### src/rtl/assert_macros.svh
// ---------------------------------------------------------------------------
// Assertion macros
// Concurrent assertion wrappers, compiled out when SYNTHESIS is defined.
// ---------------------------------------------------------------------------
`ifndef ASSERT_MACROS_SVH
`define ASSERT_MACROS_SVH
`ifndef SYNTHESIS
`define ASSERT_HOLDS(lbl, clk, rst, prop) \
  lbl: assert property (@(posedge clk) disable iff (rst) (prop)) \
    else $error("assertion failed");
`define ASSERT_IMPLIES(lbl, clk, rst, pre, post) \
  lbl: assert property (@(posedge clk) disable iff (rst) (pre) |-> (post)) \
    else $error("assertion failed");
`define ASSERT_NEXT(lbl, clk, rst, pre, post) \
  lbl: assert property (@(posedge clk) disable iff (rst) (pre) |=> (post)) \
    else $error("assertion failed");
`else
`define ASSERT_HOLDS(lbl, clk, rst, prop)
`define ASSERT_IMPLIES(lbl, clk, rst, pre, post)
`define ASSERT_NEXT(lbl, clk, rst, pre, post)
`endif
`endif

### src/rtl/brf_pkg.sv
// ---------------------------------------------------------------------------
// brf_pkg
// Shared constants, codes and types of the byte ring FIFO.
// ---------------------------------------------------------------------------
`default_nettype none
package brf_pkg;

  localparam int DEPTH      = 1024;
  localparam int ADDR_W     = $clog2(DEPTH);
  localparam int CNT_W      = $clog2(DEPTH + 1);
  localparam int STEP_W     = 11;
  localparam int CFG_DATA_W = 11;
  localparam int CFG_IDX_W  = 2;
  localparam int WIDE_W     = ((CNT_W > STEP_W) ? CNT_W : STEP_W) + 1;

  localparam int CAP_MIN_INT   = 32;
  localparam int CAP_RESET_INT = (DEPTH < 1024) ? DEPTH : 1024;
  localparam logic [CNT_W-1:0] CAP_RESET = CNT_W'(CAP_RESET_INT);

  localparam logic [CFG_IDX_W-1:0] REG_CAPACITY  = CFG_IDX_W'(0);
  localparam logic [CFG_IDX_W-1:0] REG_OVERWRITE = CFG_IDX_W'(1);

  typedef enum logic [2:0] {
    ACT_PUT    = 3'd0,
    ACT_GET    = 3'd1,
    ACT_SKIP   = 3'd2,
    ACT_COMMIT = 3'd3,
    ACT_CLEAR  = 3'd4,
    ACT_STATUS = 3'd5
  } action_t;

  typedef enum logic [2:0] {
    ST_OK        = 3'd0,
    ST_EMPTY     = 3'd1,
    ST_FULL      = 3'd2,
    ST_OVERWRITE = 3'd3,
    ST_STEP      = 3'd4
  } status_t;

  typedef struct packed {
    logic              we;
    logic [ADDR_W-1:0] waddr;
    logic [7:0]        wdata;
    logic              re;
    logic [ADDR_W-1:0] raddr;
  } mem_req_t;

endpackage
`default_nettype wire

### src/rtl/brf_channels.sv
// ---------------------------------------------------------------------------
// brf channels
// Valid/ready channel interfaces for actions, results and configuration.
// ---------------------------------------------------------------------------
`default_nettype none
interface brf_in_if;
  logic                      valid;
  logic                      ready;
  logic [2:0]                action;
  logic [7:0]                data_byte;
  logic [brf_pkg::STEP_W-1:0] step_count;
  modport source (output valid, action, data_byte, step_count, input ready);
  modport sink   (input valid, action, data_byte, step_count, output ready);
endinterface

interface brf_out_if;
  logic                       valid;
  logic                       ready;
  logic [7:0]                 read_byte;
  logic [2:0]                 status;
  logic [brf_pkg::CNT_W-1:0]  fill_level;
  logic [brf_pkg::CNT_W-1:0]  free_space;
  logic [brf_pkg::CNT_W-1:0]  contiguous_run;
  logic [brf_pkg::ADDR_W-1:0] read_position;
  logic [brf_pkg::ADDR_W-1:0] write_position;
  modport source (output valid, read_byte, status, fill_level, free_space,
                  contiguous_run, read_position, write_position, input ready);
  modport sink   (input valid, read_byte, status, fill_level, free_space,
                  contiguous_run, read_position, write_position, output ready);
endinterface

interface brf_cfg_if;
  logic                           valid;
  logic                           ready;
  logic [brf_pkg::CFG_IDX_W-1:0]  index;
  logic [brf_pkg::CFG_DATA_W-1:0] data;
  modport source (output valid, index, data, input ready);
  modport sink   (input valid, index, data, output ready);
endinterface
`default_nettype wire

### src/rtl/brf_ctrl.sv
// ---------------------------------------------------------------------------
// brf_ctrl
// Index and fill tracking, action decode, store sweep and result register.
// ---------------------------------------------------------------------------
`default_nettype none
`include "assert_macros.svh"
module brf_ctrl (
  input  wire logic              clk,
  input  wire logic              rst,
  brf_in_if.sink                 items,
  brf_out_if.source              results,
  brf_cfg_if.sink                cfg,
  output brf_pkg::mem_req_t      mem_req,
  input  wire logic [7:0]        mem_rdata
);

  localparam int AW = brf_pkg::ADDR_W;
  localparam int CW = brf_pkg::CNT_W;
  localparam int WW = brf_pkg::WIDE_W;

  typedef enum logic [2:0] {
    S_SWEEP = 3'b001,
    S_IDLE  = 3'b010,
    S_LOAD  = 3'b100
  } state_t;

  function automatic logic [WW-1:0] wrap_add(input logic [WW-1:0] a,
                                             input logic [WW-1:0] b,
                                             input logic [WW-1:0] cap);
    logic [WW-1:0] s;
    s = a + b;
    if (s >= cap) begin
      s = s - cap;
    end
    return s;
  endfunction

  state_t            state;
  logic [AW-1:0]     sweep_addr;
  logic [CW-1:0]     capacity;
  logic              overwrite;
  logic [AW-1:0]     rd_idx;
  logic [AW-1:0]     wr_idx;
  logic [CW-1:0]     used;

  logic              pend_get;
  brf_pkg::status_t  pend_status;
  logic [CW-1:0]     pend_fill;
  logic [CW-1:0]     pend_free;
  logic [CW-1:0]     pend_run;
  logic [AW-1:0]     pend_rd;
  logic [AW-1:0]     pend_wr;

  logic              out_valid;

  logic              in_fire;
  logic              cfg_fire;
  logic [AW-1:0]     rd_idx_next;
  logic [AW-1:0]     wr_idx_next;
  logic [CW-1:0]     used_next;
  brf_pkg::status_t  status_next;
  logic              put_we;
  logic              get_re;
  logic [CW-1:0]     run_next;
  logic [WW-1:0]     cap_w;
  logic [WW-1:0]     used_w;
  logic [WW-1:0]     step_w;
  logic [WW-1:0]     cfg_w;
  logic [CW-1:0]     cap_clamped;

  assign in_fire  = items.valid && items.ready;
  assign cfg_fire = cfg.valid && cfg.ready;
  assign items.ready = (state == S_IDLE) && !rst;
  assign cfg.ready   = !rst;

  assign cap_w  = WW'(capacity);
  assign used_w = WW'(used);
  assign step_w = WW'(items.step_count);
  assign cfg_w  = WW'(cfg.data);

  always_comb begin
    if (cfg_w < WW'(brf_pkg::CAP_MIN_INT)) begin
      cap_clamped = CW'(brf_pkg::CAP_MIN_INT);
    end else if (cfg_w > WW'(brf_pkg::DEPTH)) begin
      cap_clamped = CW'(brf_pkg::DEPTH);
    end else begin
      cap_clamped = cfg_w[CW-1:0];
    end
  end

  always_comb begin
    rd_idx_next = rd_idx;
    wr_idx_next = wr_idx;
    used_next   = used;
    status_next = brf_pkg::ST_OK;
    put_we      = 1'b0;
    get_re      = 1'b0;
    unique case (items.action)
      brf_pkg::ACT_PUT: begin
        if (used >= capacity) begin
          if (overwrite) begin
            rd_idx_next = AW'(wrap_add(WW'(rd_idx), WW'(1), cap_w));
            wr_idx_next = AW'(wrap_add(WW'(wr_idx), WW'(1), cap_w));
            put_we      = 1'b1;
            status_next = brf_pkg::ST_OVERWRITE;
          end else begin
            status_next = brf_pkg::ST_FULL;
          end
        end else begin
          wr_idx_next = AW'(wrap_add(WW'(wr_idx), WW'(1), cap_w));
          used_next   = used + CW'(1);
          put_we      = 1'b1;
        end
      end
      brf_pkg::ACT_GET: begin
        if (used == '0) begin
          status_next = brf_pkg::ST_EMPTY;
        end else begin
          get_re = 1'b1;
          if (used == CW'(1)) begin
            rd_idx_next = '0;
            wr_idx_next = '0;
            used_next   = '0;
          end else begin
            rd_idx_next = AW'(wrap_add(WW'(rd_idx), WW'(1), cap_w));
            used_next   = used - CW'(1);
          end
        end
      end
      brf_pkg::ACT_SKIP: begin
        if (!overwrite) begin
          if (step_w >= used_w) begin
            rd_idx_next = '0;
            wr_idx_next = '0;
            used_next   = '0;
          end else begin
            used_next   = CW'(used_w - step_w);
            rd_idx_next = AW'(wrap_add(WW'(rd_idx), step_w, cap_w));
          end
        end
      end
      brf_pkg::ACT_COMMIT: begin
        if (!overwrite) begin
          if (step_w > cap_w - used_w) begin
            status_next = brf_pkg::ST_STEP;
          end else begin
            used_next   = CW'(used_w + step_w);
            wr_idx_next = AW'(wrap_add(WW'(wr_idx), step_w, cap_w));
          end
        end
      end
      brf_pkg::ACT_CLEAR: begin
        rd_idx_next = '0;
        wr_idx_next = '0;
        used_next   = '0;
      end
      default: begin
      end
    endcase
  end

  always_comb begin
    if (used_next == '0) begin
      run_next = '0;
    end else if (rd_idx_next < wr_idx_next) begin
      run_next = used_next;
    end else begin
      run_next = capacity - CW'(rd_idx_next);
    end
  end

  always_comb begin
    mem_req = '0;
    if (state == S_SWEEP) begin
      mem_req.we    = 1'b1;
      mem_req.waddr = sweep_addr;
      mem_req.wdata = '0;
    end else begin
      mem_req.we    = in_fire && put_we;
      mem_req.waddr = wr_idx;
      mem_req.wdata = items.data_byte;
      mem_req.re    = in_fire && get_re;
      mem_req.raddr = rd_idx;
    end
  end

  always_ff @(posedge clk) begin
    if (rst) begin
      state      <= S_SWEEP;
      sweep_addr <= '0;
      capacity   <= brf_pkg::CAP_RESET;
      overwrite  <= 1'b0;
      rd_idx     <= '0;
      wr_idx     <= '0;
      used       <= '0;
      out_valid  <= 1'b0;
    end else begin
      if (state == S_LOAD && (!out_valid || results.ready)) begin
        out_valid <= 1'b1;
      end else if (results.ready) begin
        out_valid <= 1'b0;
      end
      unique case (state)
        S_SWEEP: begin
          sweep_addr <= sweep_addr + AW'(1);
          if (sweep_addr == AW'(brf_pkg::DEPTH - 1)) begin
            state <= S_IDLE;
          end
        end
        S_IDLE: begin
          if (in_fire) begin
            state <= S_LOAD;
          end
        end
        S_LOAD: begin
          if (!out_valid || results.ready) begin
            state <= S_IDLE;
          end
        end
        default: begin
          state <= S_SWEEP;
        end
      endcase
      if (cfg_fire && cfg.index == brf_pkg::REG_CAPACITY) begin
        capacity <= cap_clamped;
        rd_idx   <= '0;
        wr_idx   <= '0;
        used     <= '0;
      end else if (in_fire) begin
        rd_idx <= rd_idx_next;
        wr_idx <= wr_idx_next;
        used   <= used_next;
      end
      if (cfg_fire && cfg.index == brf_pkg::REG_OVERWRITE) begin
        overwrite <= cfg.data[0];
      end
    end
  end

  always_ff @(posedge clk) begin
    if (in_fire) begin
      pend_get    <= get_re;
      pend_status <= status_next;
      pend_fill   <= used_next;
      pend_free   <= capacity - used_next;
      pend_run    <= run_next;
      pend_rd     <= rd_idx_next;
      pend_wr     <= wr_idx_next;
    end
    if (state == S_LOAD && (!out_valid || results.ready)) begin
      results.read_byte      <= pend_get ? mem_rdata : 8'd0;
      results.status         <= pend_status;
      results.fill_level     <= pend_fill;
      results.free_space     <= pend_free;
      results.contiguous_run <= pend_run;
      results.read_position  <= pend_rd;
      results.write_position <= pend_wr;
    end
  end

  assign results.valid = out_valid;

  `ASSERT_HOLDS(a_fill_in_cap, clk, rst, used <= capacity)
  `ASSERT_HOLDS(a_idx_in_cap, clk, rst, CW'(rd_idx) < capacity && CW'(wr_idx) < capacity)
  `ASSERT_IMPLIES(a_empty_home, clk, rst, used == '0, rd_idx == '0 && wr_idx == '0)
  `ASSERT_IMPLIES(a_full_meet, clk, rst, used == capacity, rd_idx == wr_idx)
  `ASSERT_NEXT(a_accept_load, clk, rst, in_fire, state == S_LOAD && !items.ready)

endmodule
`default_nettype wire

### src/flat_wrapper.sv
// flat-port wrapper written by rule: the top's interface ports become plain ports
module brf_ctrl_flat 
  (clk, rst, mem_req, mem_rdata, items_valid, items_action, items_data_byte, items_step_count, items_ready, results_valid, results_read_byte, results_status, results_fill_level, results_free_space, results_contiguous_run, results_read_position, results_write_position, results_ready, cfg_valid, cfg_index, cfg_data, cfg_ready);
  brf_in_if items_i ();
  brf_out_if results_i ();
  brf_cfg_if cfg_i ();
  input  wire logic clk;
  input  wire logic rst;
  output brf_pkg::mem_req_t mem_req;
  input  wire logic [7:0] mem_rdata;
  input wire logic [$bits(items_i.valid)-1:0] items_valid;
  input wire logic [$bits(items_i.action)-1:0] items_action;
  input wire logic [$bits(items_i.data_byte)-1:0] items_data_byte;
  input wire logic [$bits(items_i.step_count)-1:0] items_step_count;
  output wire logic [$bits(items_i.ready)-1:0] items_ready;
  output wire logic [$bits(results_i.valid)-1:0] results_valid;
  output wire logic [$bits(results_i.read_byte)-1:0] results_read_byte;
  output wire logic [$bits(results_i.status)-1:0] results_status;
  output wire logic [$bits(results_i.fill_level)-1:0] results_fill_level;
  output wire logic [$bits(results_i.free_space)-1:0] results_free_space;
  output wire logic [$bits(results_i.contiguous_run)-1:0] results_contiguous_run;
  output wire logic [$bits(results_i.read_position)-1:0] results_read_position;
  output wire logic [$bits(results_i.write_position)-1:0] results_write_position;
  input wire logic [$bits(results_i.ready)-1:0] results_ready;
  input wire logic [$bits(cfg_i.valid)-1:0] cfg_valid;
  input wire logic [$bits(cfg_i.index)-1:0] cfg_index;
  input wire logic [$bits(cfg_i.data)-1:0] cfg_data;
  output wire logic [$bits(cfg_i.ready)-1:0] cfg_ready;
  assign items_i.valid = items_valid;
  assign items_i.action = items_action;
  assign items_i.data_byte = items_data_byte;
  assign items_i.step_count = items_step_count;
  assign items_ready = items_i.ready;
  assign results_valid = results_i.valid;
  assign results_read_byte = results_i.read_byte;
  assign results_status = results_i.status;
  assign results_fill_level = results_i.fill_level;
  assign results_free_space = results_i.free_space;
  assign results_contiguous_run = results_i.contiguous_run;
  assign results_read_position = results_i.read_position;
  assign results_write_position = results_i.write_position;
  assign results_i.ready = results_ready;
  assign cfg_i.valid = cfg_valid;
  assign cfg_i.index = cfg_index;
  assign cfg_i.data = cfg_data;
  assign cfg_ready = cfg_i.ready;
  brf_ctrl u_core (.clk(clk), .rst(rst), .items(items_i), .results(results_i), .cfg(cfg_i), .mem_req(mem_req), .mem_rdata(mem_rdata));
endmodule
### config.mk
export PLATFORM = sky130hd
export DESIGN_NAME = brf_ctrl_flat
export DESIGN_NICKNAME = d
export VERILOG_FILES = /design/src/rtl/brf_pkg.sv /design/src/rtl/brf_channels.sv /design/src/rtl/brf_ctrl.sv /design/src/flat_wrapper.sv
export VERILOG_INCLUDE_DIRS = /design/src /design/src/rtl
export SDC_FILE = /design/constraint.sdc
export NUM_CORES = 1
export LEC_CHECK = 0
export BUFFER_PORTS_ARGS = -buffer_cell sky130_fd_sc_hd__buf_2
export CORE_MARGIN = 10
export CORE_UTILIZATION = 61
export CTS_CLUSTER_DIAMETER = 200
export DETAILED_ROUTE_END_ITERATION = 12
export PLACE_DENSITY_LB_ADDON = 0.08
export REMOVE_ABC_BUFFERS = 1
export SLEW_MARGIN = 20
export SYNTH_ARGS = -nofsm -noshare
export SYNTH_HDL_FRONTEND = slang
export SYNTH_SLANG_ARGS = --single-unit
### constraint.sdc
create_clock -name clk -period 8.7 [get_ports clk]
set_input_delay 1.74 -clock clk [delete_from_list [all_inputs] [get_ports clk]]
set_output_delay 1.74 -clock clk [all_outputs]
set_load 0.03 [all_outputs]
* Word-level counts from Yosys, hierarchy flattened
Cells that the tools add are included.
** Cells by class
- Add/sub/neg operators :: 16
- Multiply operators :: 0
- Div/mod/pow operators :: 0
- Magnitude comparators :: 10
- Eq/ne operators :: 13
- Shift-type cells :: 0
- Mux-type cells :: 50
- Bitwise operators :: 0
- Reduce and logical (&&, ||, !) cells :: 18
** Operators with widths (number)
- 10-bit two-way mux :: 18
- 11-bit two-way mux :: 11
- 11-bit one-hot mux with 5 select lines :: 1
- 10-bit one-hot mux with 5 select lines :: 1
- 11-bit greater-or-equal comparator :: 4
- 10-bit one-hot mux with 4 select lines :: 1
- 10-bit subtractor :: 4
- 10-bit by 11-bit adder with 12-bit output :: 2
- 12-bit by 11-bit greater-or-equal comparator with 1-bit output :: 2
- 10-bit by 1-bit adder with 11-bit output (second input constant) :: 2
- 11-bit logical NOT :: 2
- 11-bit subtractor :: 2
- 19-bit two-way mux :: 1
- 3-bit two-way mux :: 6
- 3-bit one-hot mux with 3 select lines :: 2
- 11-bit by 12-bit > comparator with 1-bit output :: 1
- 11-bit by 11-bit subtractor with 12-bit output :: 1
- 11-bit by 1-bit adder with 11-bit output (second input constant) :: 1
- 11-bit adder :: 1
- 11-bit by 1-bit == test with 1-bit output (second input constant) :: 1
- 11-bit > comparator (second input constant) :: 1
- 11-bit by 6-bit less-than comparator with 1-bit output (second input constant) :: 1
- 11-bit by 1-bit subtractor with 11-bit output (second input constant) :: 1
- 11-bit by 10-bit subtractor with 11-bit output :: 1
- 18 further kinds :: 39
** Storage, ports and cells
- Flip-flop bits (word level) :: 178
- Latch bits :: 0
- RAM bits :: 0
- Memory bits (read-only) :: 0
- Input bits :: 48
- Output and inout port bits :: 97
- Logic and storage cells :: 129
- Memories :: 0

* Longest topological paths before layout
- Depth in word-level cells :: 8
- Gate-level depth with buffers :: 36
- Gate-level depth less buffers :: 34

* Worst setup path before layout
Ideal clock, no wire load.
- Path kind :: input port to flip-flop
- From :: input port items_step_count[0]
- To :: register u_core.pend_run[9] (data pin)
- Library setup time :: 0.258 ns
- Arrival time :: 7.215 ns
- Data required time :: 8.442 ns
- Setup slack :: 1.227 ns
- Stages on the path :: 28
- Path buffers :: 1
- Cells stage by stage :: ha_1 -> inv_1 -> fa_1 -> nor2b_1 -> o21ai_0 -> a21oi_1 -> o21ai_0 -> a21oi_1 -> o21a_1 -> nor2_1 -> xnor2_1 -> ha_1 -> o21a_1 -> o21ai_0 -> a21oi_1 -> nor4_4 -> clkbuf_1 -> mux2i_1 -> a221oi_1 -> ha_1 -> a21o_1 -> a21o_1 -> a21oi_1 -> o21bai_1 -> maj3_1 -> o41ai_1 -> xor2_1 -> o31ai_2
** On the way
- Word-level cells in the longest chain between the ends :: 8
- Elaborated cells between the ends (all ways) :: 29
- Classes of those cells :: 7 x add/sub; 5 x order compare; 16 x mux; 1 x reduce/logical
** Ends and longest elaborated chain
- start: declaration :: line flat_wrapper.sv:14 : input wire logic [$bits(items_i.step_count)-1:0] items_step_count;
- 10-bit by 11-bit adder with 12-bit output :: line brf_ctrl.sv:31 : s = a + b;
- 10-bit subtractor or 12-bit by 11-bit greater-or-equal comparator with 1-bit output (tied branches) :: line brf_ctrl.sv:33, brf_ctrl.sv:32
- 10-bit two-way mux :: line brf_ctrl.sv:32 : if (s >= cap) begin
- 10-bit two-way mux (on tied branches) :: line brf_ctrl.sv:132, brf_ctrl.sv:144
- 10-bit two-way mux (on tied branches) :: line brf_ctrl.sv:131, brf_ctrl.sv:143
- 10-bit one-hot mux with 4 select lines or 10-bit one-hot mux with 5 select lines (tied branches) :: line brf_ctrl.sv:98 : unique case (items.action)
- 11-bit by 10-bit subtractor with 11-bit output or 10-bit less-than comparator (tied branches) :: line brf_ctrl.sv:168, brf_ctrl.sv:165
- 11-bit two-way mux :: line brf_ctrl.sv:165 : end else if (rd_idx_next < wr_idx_next) begin
- end signal: assignment :: line brf_ctrl.sv:246 : pend_run <= run_next;
- end: declaration :: line brf_ctrl.sv:50 : logic [CW-1:0] pend_run;
Several ways; a longest one is shown, not always the timed one.
A chain may end at the register's enable or synchronous reset.

* Final worst setup path
- From :: input port items_step_count[1]
- To :: register u_core.pend_run[6] (data pin)
** On the way
- Word-level cells in the longest chain between the ends :: 8
- Elaborated cells between the ends (all ways) :: 29
- Classes of those cells :: 7 x add/sub; 5 x order compare; 16 x mux; 1 x reduce/logical
** Ends and longest elaborated chain
- 10-bit by 11-bit adder with 12-bit output :: line brf_ctrl.sv:31
- 10-bit subtractor or 12-bit by 11-bit greater-or-equal comparator with 1-bit output (tied branches) :: line brf_ctrl.sv:33, brf_ctrl.sv:32
- 10-bit two-way mux :: line brf_ctrl.sv:32
- 10-bit two-way mux * :: line brf_ctrl.sv:132 : if (step_w >= used_w) begin
- 10-bit two-way mux * :: line brf_ctrl.sv:131 : if (!overwrite) begin
- 10-bit one-hot mux with 4 select lines * :: line brf_ctrl.sv:98
- via u_core.rd_idx_next[4] :: line brf_ctrl.sv:58 : logic [AW-1:0] rd_idx_next;
- 11-bit by 10-bit subtractor with 11-bit output or 10-bit less-than comparator (tied branches) :: line brf_ctrl.sv:168, brf_ctrl.sv:165
- 11-bit two-way mux * :: line brf_ctrl.sv:165
Mark *: on every way through the listed nets, which the timed path passes. The rest lies on a longest branch.

==> flow_metrics.tcl <==
set metrics [dict create \
    die_w_um 171 \
    synthesis.area_sq_um 13900 \
    crit_path_top_delay_cell "nor4_4" \
    cts.sinks 178 \
    path_class "in -> reg" \
    clk_pin_slew_ns 0.07 \
    dr.pass1.iters 6 \
    post_cts_resized 0 \
    p_leak_uw 0.00655 \
    clk_root_buffer_cell "clkbuf_16" \
    cpPeakStageDelay_ns 0.57 \
    dieHeight_um 171 \
    syn_inst 1546 \
    irDropWorstVdd_uv 133 \
    final_max_slew_viol_count 0 \
    gp_congestion 1.04 \
    rows 55 \
    grt_max_degree 67 \
    rsz0062_at_grt "no" \
    max_freq_mhz 124 \
    reg2reg_slack_ns 1.29 \
    period_share 0.928 \
    syn2layout_area_growth_pct 11.9 \
    grt_pass1_vias 11800 \
    drt_iter0_drc 1567 \
    min_period_ns 8.07 \
    start_util 0.618 \
    synth_edf_count 121 \
    cts_tree "built" \
    htreeDepth 4 \
    maxCapViolations 0 \
    hold_viol_final 0 \
    hpwl_mm 35.3 \
    fin_hold_ws_ns 0.418 \
    power_density_nw_per_um2 136 \
    via_count 12700 \
    setup_viol 0 \
    async_flop_share 0 \
    avgSynthCellArea_sq_um 9.02 \
    grt_overflow_total 0 \
    wire_per_inst_um 23.0 \
    seq_area_frac_synth 0.342 \
    cp-end-kind "register" \
    timing.setup.tns_ns 0 \
    yosysWarnings 0 \
    io_buffers 144 \
    numCtsBuffers 17 \
    wl_mm 45.5 \
    tightest_slew_ns 0.990 \
    cts_setup_buffers 0 \
    slew_headroom 0.334 \
    fillers 1826 \
    synth_cell_types 83 \
    status "finished clean" \
    drc 0 \
    viasPerCell 6.43 \
    worstSkewPairLatency_ns 0.43 \
    ys.flop_type "edfxtp_1" \
    total_power_uw 2120 \
    finClkSkew_ns 0.0133 \
    ant_nets 0 \
    grt_pass1_wl_mm 68.6 \
    grt_usage 0.303 \
    nets 1882 \
    fp.dieArea_sq_um 29300 \
    critical_path_required_ns 8.93 \
    diodes 0 \
    arrival_ns 8.30 \
    grt_antenna_before_repair 0 \
    num_io_pins 145 \
    clk_path_buf_depth 2 \
    core-area_sq_um 22600 \
    crit_fanout 18 \
    layoutNonFillerInstCount 1980 \
    startpoint_type "input port" \
    holdCritPathClass "reg -> reg" \
    place_inst 1948 \
    final_layout_size_suffix_gt1_frac 0.149 \
    ys_ff_latch 178 \
    ctsHoldBuffers 0 \
]
==> cell families after synthesis <==
kind of cell,synth area share
and+or+nand+nor,0.172
AOI/OAI and AO/OA,0.206
DFF,0.342
buffers and inverters,0.0465
adders and majority gates,0.144
xor gates and xnor gates,0.0641
muxes,0.0258
==> cell usage after synthesis (4+ instances only) <==
library cell / n / share of area
nor3b_1: 5 / 0.0027
o2111ai_1: 7 / 0.0044
o22ai_1: 6 / 0.0027
or2_2: 5 / 0.0022
nor2b_1: 35 / 0.016
edfxtp_1: 121 / 0.26
a21boi_0: 9 / 0.0048
xnor2_1: 65 / 0.041
a221oi_1: 7 / 0.0044
o31ai_1: 16 / 0.0086
or4_1: 10 / 0.0054
ha_1: 141 / 0.13
nand2b_1: 21 / 0.0094
o21ai_0: 78 / 0.028
mux2_2: 16 / 0.013
a21oi_1: 124 / 0.045
a21o_1: 27 / 0.015
o31a_1: 7 / 0.0044
nor2_1: 146 / 0.039
clkbuf_1: 46 / 0.012
and2_1: 13 / 0.0058
mux2i_1: 18 / 0.013
nor3_1: 33 / 0.012
fa_1: 11 / 0.016
o221ai_1: 4 / 0.0025
o21ai_1: 5 / 0.0018
buf_2: 5 / 0.0018
a31oi_1: 7 / 0.0031
or3_1: 12 / 0.0054
o21a_1: 21 / 0.011
dfxtp_1: 57 / 0.082
nand2_1: 103 / 0.028
a211oi_1: 46 / 0.025
inv_1: 108 / 0.029
xor2_1: 37 / 0.023
nand4_1: 23 / 0.010
nor4_1: 5 / 0.0022
a211o_1: 4 / 0.0025
and3_1: 17 / 0.0076
o21bai_1: 16 / 0.0086
nand3_1: 30 / 0.011
o211ai_1: 12 / 0.0065
==> stage by stage <==
stage | instance area [sq um] | util | setup WS (ns)
after floorplan | 13700 | - | 1.25
after global routing | 15600 | 0.691 | 0.136
after detailed placement | 15000 | 0.666 | 0.345
after global placement | 15000 | 0.666 | 0.642
final | 15600 | 0.691 | 0.629
after CTS | 15600 | 0.691 | 0.762
==> state kept, by name (all words and copies together), names as in the netlist, 11 cells and up <==
register                       count
u_core.capacity                   11
u_core.pend_fill                  11
u_core.pend_free                  11
u_core.pend_run                   11
u_core.results.contiguous_run     11
u_core.results.fill_level         11
u_core.results.free_space         11
u_core.used                       11
==> layout by cell type, fill, tap and decap left out, drive strengths merged, types with 30 or more instances in the layout <==
cell	netlist	routed
nand2	104	104
dfxtp	57	57
o21ai	85	85
inv	111	120
edfxtp	121	121
ha	141	141
nor2b	35	35
a211oi	46	46
xor2	37	37
nor3	33	33
nor2	147	147
a21oi	126	126
buf	10	173
xnor2	65	65
nand3	30	30
==> critical path: cells and delay by family <==
| kind | cells | cell delay [ns] |
|---|---|---|
| fa+ha+maj | 3 | 1.12 |
| xor+xnor | 1 | 0.21 |
| simple gates | 10 | 1.85 |
| compound gates | 15 | 2.87 |
| buf+inv | 3 | 0.48 |
==> cell type report <==
| class | instances | area, sq um | share of cell area |
|---|---|---|---|
| Sequential cell | 178 | 4770 | 0.306 |
| Multi-Input combinational cell | 1201 | 8540 | 0.547 |
| Clock inverter | 14 | 153 | 0.00978 |
| Inverter | 111 | 418 | 0.0268 |
| Timing Repair Buffer | 173 | 938 | 0.0601 |
| Tap cell | 285 | 357 | 0.0228 |
| Clock buffer | 18 | 429 | 0.0275 |
==> final timing paths <==
| path | startpoint | to | depth (start not counted) |
|---|---|---|---|
| worst max-delay path | items_step_count[1] | u_core.pend_run[6]$_SDFFCE_PN0P_ | 32 |
| worst min-delay path | u_core.pend_wr[2]$_DFFE_PP_ | u_core.results.write_position[2]$_DFFE_PP_ | 0 |
| worst max register to register | u_core.rd_idx[0]$_SDFFE_PP0P_ | u_core.pend_run[6]$_SDFFCE_PN0P_ | 32 |
| worst min register to register | u_core.pend_wr[2]$_DFFE_PP_ | u_core.results.write_position[2]$_DFFE_PP_ | 0 |
==> power by group <==
group	total (uW)	internal, uW	leakage, uW	switching, uW
sequential	917	907	0.00157	9.60
clock	752	387	0.000287	365
combinational	448	170	0.00470	278
total	2120	1460	0.00655	653
==> per-layer routing <==
layer	GRT usage	routed length, um	vias to the layer above
met5	0	0	-
met4	0.103	1420	0
met3	0.0511	4920	98
met2	0.478	20100	727
met1	0.413	19100	5979
li1	-	-	5937
Note: power is estimated with default switching activity, not from simulation.
